File: config.mk
export PLATFORM = sky130hd
export DESIGN_NAME = array_list_table_unit
export DESIGN_NICKNAME = d
export VERILOG_FILES = /design/src/hw/rtl/arlt_pkg.sv /design/src/hw/rtl/arlt_mem.sv /design/src/hw/rtl/array_list_table_unit.sv
export SDC_FILE = /design/constraint.sdc
export NUM_CORES = 2
export LEC_CHECK = 0
export BUFFER_PORTS_ARGS = -buffer_cell sky130_fd_sc_hd__buf_4
export CAP_MARGIN = 20
export CORE_UTILIZATION = 35
export DETAILED_ROUTE_END_ITERATION = 8
export PLACE_DENSITY = 0.57
export SLEW_MARGIN = 10
export SYNTH_ARGS = -nofsm -noshare
export SYNTH_HDL_FRONTEND = slang
export SYNTH_SLANG_ARGS = --single-unit
File: constraint.sdc
create_clock -name clk -period 6.1 [get_ports clk]
set_input_delay 1.22 -clock clk [delete_from_list [all_inputs] [get_ports clk]]
set_output_delay 1.22 -clock clk [all_outputs]
set_load 0.02 [all_outputs]
File: src/hw/rtl/arlt_pkg.sv
// Package for the array list table: capacity, field widths, request and
// status codes, and the request and response payload structs.
// No dependencies.
package arlt_pkg;

  localparam int CAPACITY = 64;

  // Widths derived from the capacity
  localparam int ADDR_W = $clog2(CAPACITY);
  localparam int CNT_W  = $clog2(CAPACITY + 1);

  // Fixed field widths of the transfer payloads
  localparam int TYPE_W = 3;
  localparam int POS_W  = 7;
  localparam int WORD_W = 32;
  localparam int STAT_W = 2;
  localparam int OCNT_W = 7;

  // Request codes
  localparam logic [TYPE_W-1:0] REQ_APPEND    = 3'd0;
  localparam logic [TYPE_W-1:0] REQ_INSERT    = 3'd1;
  localparam logic [TYPE_W-1:0] REQ_DELETE    = 3'd2;
  localparam logic [TYPE_W-1:0] REQ_OVERWRITE = 3'd3;
  localparam logic [TYPE_W-1:0] REQ_SEARCH    = 3'd4;

  // Status codes
  localparam logic [STAT_W-1:0] ST_OK     = 2'd0;
  localparam logic [STAT_W-1:0] ST_BADPOS = 2'd1;
  localparam logic [STAT_W-1:0] ST_FULL   = 2'd2;

  typedef struct packed {
    logic [TYPE_W-1:0]        req_type;
    logic [POS_W-1:0]         position;
    logic signed [WORD_W-1:0] value;
  } req_t;

  typedef struct packed {
    logic [STAT_W-1:0]        status;
    logic                     found;
    logic signed [WORD_W-1:0] found_value;
    logic [OCNT_W-1:0]        count;
  } rsp_t;

endpackage

File: src/hw/rtl/arlt_mem.sv
// Entry store of the array list table: one write port, one read port with
// registered read data. Depends on arlt_pkg.
module arlt_mem
  import arlt_pkg::*;
(
  input  logic              clk,
  input  logic              we,
  input  logic [ADDR_W-1:0] waddr,
  input  logic [WORD_W-1:0] wdata,
  input  logic              re,
  input  logic [ADDR_W-1:0] raddr,
  output logic [WORD_W-1:0] rdata
);

  logic [WORD_W-1:0] mem [CAPACITY];

  // Write one entry
  always_ff @(posedge clk) begin
    if (we) begin
      mem[waddr] <= wdata;
    end
  end

  // Registered read
  always_ff @(posedge clk) begin
    if (re) begin
      rdata <= mem[raddr];
    end
  end

endmodule

File: src/hw/rtl/array_list_table_unit.sv
// Top level of the array list table: request sequencer, entry count and
// response register. Depends on arlt_pkg and arlt_mem.
//
// A request transfers when start is high and busy is low; its response shows
// on rsp for exactly one cycle with done high, and must be taken then, since
// the block has no way to be stalled. Append, overwrite, rejected requests
// and unused codes finish at once: done rises in the cycle after the transfer
// and busy stays low. Insert, delete and search walk the entry store through
// its single read port and single write port, one entry per cycle: insert
// moves count-position entries, delete moves count-position-1 entries and
// search reads count entries. Once the last read has returned, the walk
// ends: busy falls and done rises in the same cycle.
module array_list_table_unit
  import arlt_pkg::*;
(
  input  logic clk,
  input  logic rst,
  input  logic start,
  output logic busy,
  input  req_t req,
  output logic done,
  output rsp_t rsp
);

  typedef enum logic {
    S_IDLE,
    S_WALK
  } state_t;

  localparam int CMP_W = (CNT_W > POS_W) ? CNT_W : POS_W;

  state_t            state;
  logic [CNT_W-1:0]  count;
  logic [CNT_W-1:0]  left;
  logic [ADDR_W-1:0] addr;
  logic [ADDR_W-1:0] pend_dst;
  logic              pend;
  logic              hit;
  req_t              req_q;

  logic              accept;
  logic              full;
  logic              ins_ok;
  logic              del_ok;
  logic [CMP_W-1:0]  pos_x;
  logic [CMP_W-1:0]  cnt_x;

  logic              mem_we;
  logic [ADDR_W-1:0] mem_waddr;
  logic [WORD_W-1:0] mem_wdata;
  logic              mem_re;
  logic [WORD_W-1:0] mem_rdata;

  assign busy   = (state != S_IDLE);
  assign accept = start && !busy;

  // Bounds checks against the current count
  assign pos_x  = CMP_W'(req.position);
  assign cnt_x  = CMP_W'(count);
  assign full   = (count == CNT_W'(CAPACITY));
  assign ins_ok = (pos_x <= cnt_x);
  assign del_ok = (pos_x < cnt_x);

  // Drive the store ports: direct writes at transfer, moves during a walk
  always_comb begin
    mem_we    = 1'b0;
    mem_waddr = addr;
    mem_wdata = req.value;
    mem_re    = (state == S_WALK) && (left != '0);
    if (state == S_IDLE) begin
      if (accept) begin
        if (req.req_type == REQ_APPEND && !full) begin
          mem_we    = 1'b1;
          mem_waddr = count[ADDR_W-1:0];
        end else if (req.req_type == REQ_OVERWRITE && del_ok) begin
          mem_we    = 1'b1;
          mem_waddr = req.position[ADDR_W-1:0];
        end
      end
    end else begin
      if (pend && req_q.req_type != REQ_SEARCH) begin
        mem_we    = 1'b1;
        mem_waddr = pend_dst;
        mem_wdata = mem_rdata;
      end else if (!pend && left == '0 && req_q.req_type == REQ_INSERT) begin
        mem_we    = 1'b1;
        mem_waddr = req_q.position[ADDR_W-1:0];
        mem_wdata = req_q.value;
      end
    end
  end

  arlt_mem u_mem (
    .clk   (clk),
    .we    (mem_we),
    .waddr (mem_waddr),
    .wdata (mem_wdata),
    .re    (mem_re),
    .raddr (addr),
    .rdata (mem_rdata)
  );

  // Sequencer, count and response register
  always_ff @(posedge clk) begin
    if (rst) begin
      state <= S_IDLE;
      count <= '0;
      left  <= '0;
      pend  <= 1'b0;
      hit   <= 1'b0;
      done  <= 1'b0;
    end else begin
      done <= 1'b0;
      pend <= (state == S_WALK) && (left != '0);
      case (state)
        S_IDLE: begin
          if (accept) begin
            req_q           <= req;
            hit             <= 1'b0;
            rsp.status      <= ST_OK;
            rsp.found       <= 1'b0;
            rsp.found_value <= '0;
            rsp.count       <= OCNT_W'(count);
            case (req.req_type)
              REQ_APPEND: begin
                done <= 1'b1;
                if (full) begin
                  rsp.status <= ST_FULL;
                end else begin
                  count     <= count + 1'b1;
                  rsp.count <= OCNT_W'(count + 1'b1);
                end
              end
              REQ_INSERT: begin
                if (full) begin
                  done       <= 1'b1;
                  rsp.status <= ST_FULL;
                end else if (!ins_ok) begin
                  done       <= 1'b1;
                  rsp.status <= ST_BADPOS;
                end else begin
                  state <= S_WALK;
                  left  <= CNT_W'(cnt_x - pos_x);
                  addr  <= ADDR_W'(count - 1'b1);
                end
              end
              REQ_DELETE: begin
                if (!del_ok) begin
                  done       <= 1'b1;
                  rsp.status <= ST_BADPOS;
                end else begin
                  state <= S_WALK;
                  left  <= CNT_W'(cnt_x - pos_x - 1'b1);
                  addr  <= ADDR_W'(req.position + 1'b1);
                end
              end
              REQ_OVERWRITE: begin
                done <= 1'b1;
                if (!del_ok) begin
                  rsp.status <= ST_BADPOS;
                end
              end
              REQ_SEARCH: begin
                state <= S_WALK;
                left  <= count;
                addr  <= '0;
              end
              default: begin
                done <= 1'b1;
              end
            endcase
          end
        end
        S_WALK: begin
          // Advance the read pointer; insert walks down, the others walk up
          if (left != '0) begin
            left <= left - 1'b1;
            if (req_q.req_type == REQ_INSERT) begin
              addr     <= addr - 1'b1;
              pend_dst <= addr + 1'b1;
            end else begin
              addr     <= addr + 1'b1;
              pend_dst <= addr - 1'b1;
            end
          end
          // Compare returning read data for a search
          if (pend && req_q.req_type == REQ_SEARCH && mem_rdata == req_q.value) begin
            hit <= 1'b1;
          end
          // Finish once all reads have returned
          if (left == '0 && !pend) begin
            state           <= S_IDLE;
            done            <= 1'b1;
            rsp.status      <= ST_OK;
            rsp.found       <= 1'b0;
            rsp.found_value <= '0;
            rsp.count       <= OCNT_W'(count);
            case (req_q.req_type)
              REQ_INSERT: begin
                count     <= count + 1'b1;
                rsp.count <= OCNT_W'(count + 1'b1);
              end
              REQ_DELETE: begin
                count     <= count - 1'b1;
                rsp.count <= OCNT_W'(count - 1'b1);
              end
              REQ_SEARCH: begin
                rsp.found <= hit;
                if (hit) begin
                  rsp.found_value <= req_q.value;
                end
              end
              default: begin
                rsp.status <= ST_OK;
              end
            endcase
          end
        end
        default: begin
          state <= S_IDLE;
        end
      endcase
    end
  end

`ifndef SYNTHESIS
  // The count never passes the capacity
  a_count_bound: assert property (@(posedge clk) disable iff (rst)
    count <= CNT_W'(CAPACITY))
    else $error("entry count above capacity");

  // A move never writes the entry it reads in the same cycle
  a_no_rw_clash: assert property (@(posedge clk) disable iff (rst)
    (mem_we && mem_re) |-> (mem_waddr != addr))
    else $error("read and write at the same entry");

  // A full status only comes back with a full list
  a_full_status: assert property (@(posedge clk) disable iff (rst)
    (done && rsp.status == ST_FULL) |-> (rsp.count == OCNT_W'(CAPACITY)))
    else $error("full status with room left");

  // Only a search reports a hit
  a_found_search: assert property (@(posedge clk) disable iff (rst)
    (done && rsp.found) |-> (req_q.req_type == REQ_SEARCH && rsp.status == ST_OK))
    else $error("hit reported outside a search");
`endif

endmodule
==> impl_results.md <==
- Run status: finished, final reports clean
- Area grow syn2layout: 15.9%
- Post-synthesis sequential area ratio: 0.766
- DRC violations left: 0
- Remaining global-route overflow: 0
- Slew Limit Fails: 0
- Utilization after layout: 0.408
- Reg2reg end: u_mem.mem[60][3]
- Inst Count DP: about 7000
- Max-cap viol count: 0
- Detailed placer's ending HPWL: 137000 µm
- R2R Path Start: cnt_x[0]
- Post-CTS setup buffer count: 0
- Worst-Skew Late Latency: 0.86 ns
- DR pass1 iterations: 5
- Clk buf depth: 3
- CTS Hold Buffers Added: 0
- Area share of the largest cell type after synthesis: 0.762
- Row cnt: between 150 and 200
- Post-synth EDFFs: around 2200
- Layout cell share with drive strength beyond 1: 0.329
- Worst-path fanout max: 21
- Post-DRT Antenna Nets: 0
- H-Tree Depth: 4
- Clock root buffer: clkbuf_16
- Commonest cells post-synth: edfxtp_1 (2175), mux4_2 (672), clkbuf_1 (115)
- Setup crit end kind: register
- Overall routed net length: 221000 µm
- CTS tree: yes
- Setup violators final: 0
- Setup CP Type: register to register
- Nets: ~4000
- RSZ-0062 raised after global routing: false
- R2r setup slk: ~1.5 ns
- Placeable Area: between 0.2 and 0.25 mm²
- #FFs+latches synth: 2193
- Total Routing Usage GR: 0.179
- Synth area leader: edfxtp_1
- Vias per cell: 5.50
- Worst EP arrival: 5.13 ns
- Worst hold path class: register to register
- Setup Total Neg Slack: 0 ns
- Final Hold Vio Count: 0
- Vias in the first global route: between 30000 and 40000
- F_max: around 220 MHz
- Initial antenna violation count: 32
- Buffers added on ports: 88
- Synth top area cells: edfxtp_1 (76%), mux4_2 (18%), clkbuf_1 (0.50%)
- Total number of yosys warnings: 0
- Reg clk slew, reported paths: 0.06 ns
- Crit start category: register
- Fin crit share: 0.755
- Pleak: about 0.03 µW
- Ys async rst share: 0
- Die Footprint: 0.247 mm²
- Syn Area/Cell: about 23 µm²
- Die Span X: between 400 and 500 µm
- Yosys cell types: 81
- Worst R2R Path Depth: 10
- TritonCTS Buffers: ~210
- Non-filler cells, final: around 7300
- Pwr dens: slightly above 300 mW/mm²
- Min-Delay Endpoint: hit
- GPL Wtd Cong: approximately 0.86
- Peak VDD IR: 251 µV
- Design area: roughly 0.1 mm²
- Min cycle time layout: 4.61 ns
- Post-CTS Resized: 0
- Cell with the most instances after synthesis: edfxtp_1
- DR iter-0 viols: 4933
- Hold depth: 2
- Synth Flop Type: edfxtp_1
- First-pass GRT wire length: 314000 µm
- Worst Tran Pin Value: 1.12 ns
- Mapped Area: 0.0857 mm²
- DR WL/cell: 30.1 µm
- Filler Cells Inserted: between 20000 and 25000
- Syn Nets: around 3800
- Hold Crit Start: hit
- Critical path data required time: 6.62 ns
- Die Span Y: ~500 µm
- Rel. slew slack: 0.256
- Top Ports: between 80 and 90
- DP Area: 0.0925 mm²
- Final Skew: 0.0539 ns
- Clock Sinks: between 2000 and 2500
- Register area: around 0.066 mm²
- Multi-input gate area: about 0.020 mm²
- Largest net degree at the start of global routing: 119
- Synthesized netlist cell count: 3691
- Via count: about 40000
- Initial Util: 0.352
-- routing by layer --
layer / up-vias / global-route usage / wire length, µm
li1: 16416 / - / -
met3: 251 / 0.0426 / 18600
met4: 8 / 0.0373 / 3850
met2: 1555 / 0.274 / 103000
met5: - / 0 / 49
met1: 22150 / 0.259 / 95500
-- stage by stage --
step                      total power, µW  hold WS, ns  worst slack [ns]
final                               30600        0.486              1.49
after global routing                31500        0.504              1.18
after CTS                           30900        0.486              1.51
after detailed placement            18000        0.472             0.810
after global placement              18000        0.470             0.812
after floorplan                     17500        0.448             0.214
-- registers in the layout (all words and copies together), names as in the netlist --
register,count
hit,1
done,1
cnt_x,7
left,7
req_q,41
pend_dst,6
busy,1
u_mem.rdata,32
rsp,42
addr,6
pend,1
u_mem.mem,2048
-- cell usage in the layout, fill, tap and decap left out, types with 6 or more instances in the layout --
cell	instances
edfxtp_1	2175
mux4_2	672
clkbuf_16	215
buf_4	193
nor2_1	70
buf_12	65
clkinv_1	55
nor2_4	54
xor2_1	41
clkbuf_1	40
clkinv_2	37
o22ai_1	36
and2_1	34
a21oi_4	33
a21oi_1	28
nand2_1	27
nand3_1	25
o21ai_0	24
xnor2_1	22
inv_1	21
bufinv_16	18
dfxtp_1	17
ha_1	16
nand4_1	14
nor4_1	13
nor3_1	10
nor2b_1	10
o211ai_1	9
clkinvlp_4	9
mux2i_1	8
nor3_2	8
diode_2	7
nor3b_1	6
clkinv_16	6
-- power breakdown --
group	total [µW]	leakage (µW)	internal (µW)	switching (µW)
logic	1040	0.00735	311	730
clock network	12900	0.00332	7250	5690
registers	16700	0.0197	16600	36.2
-- area by class of cell --
type | count | share of cell area
well taps | 3202 | 0.0403
repair buffers | 259 | 0.0280
flip-flops and latches | 2193 | 0.661
inverters | 22 | 0.000831
clock inverters | 136 | 0.0133
clock buffers | 255 | 0.0557
multi-input cells | 1273 | 0.201
diodes | 7 | 0.000176
-- worst max-delay path, cell delays in order, from the launching register on --
cell	delay, ns
dfxtp_1	0.57
inv_1	0.19
ha_1	0.39
nand3_1	0.14
a2bb2oi_1	0.21
o211ai_1	0.29
nor2_1	0.54
o311a_1	0.52
nand4_2	0.67
nor2_4	0.34
buf_4	0.35
-- how the worst max path moves through the flow --
stage | slack [ns] | endpoint | start
floorplan | 0.21 | u_mem.mem[40][0] | req[33]
global placement | 0.81 | u_mem.mem[25][28] | req[34]
detailed placement | 0.81 | u_mem.mem[25][28] | req[33]
CTS | 1.51 | u_mem.mem[26][20] | cnt_x[0]
global route | 1.18 | u_mem.mem[26][22] | cnt_x[0]
finish | 1.49 | u_mem.mem[60][3] | cnt_x[0]
-- cell families after synthesis --
logic type                 Yosys count  share of synthesized area
and+or+nand+nor                    318                     0.0206
DFF                               2193                      0.766
xor gates and xnor gates            63                    0.00644
buffers and inverters              225                     0.0112
AOI/OAI and AO/OA                  192                     0.0150
adders and majority gates           17                    0.00257
muxes                              683                      0.178
(Power assumes the default switching activity.)
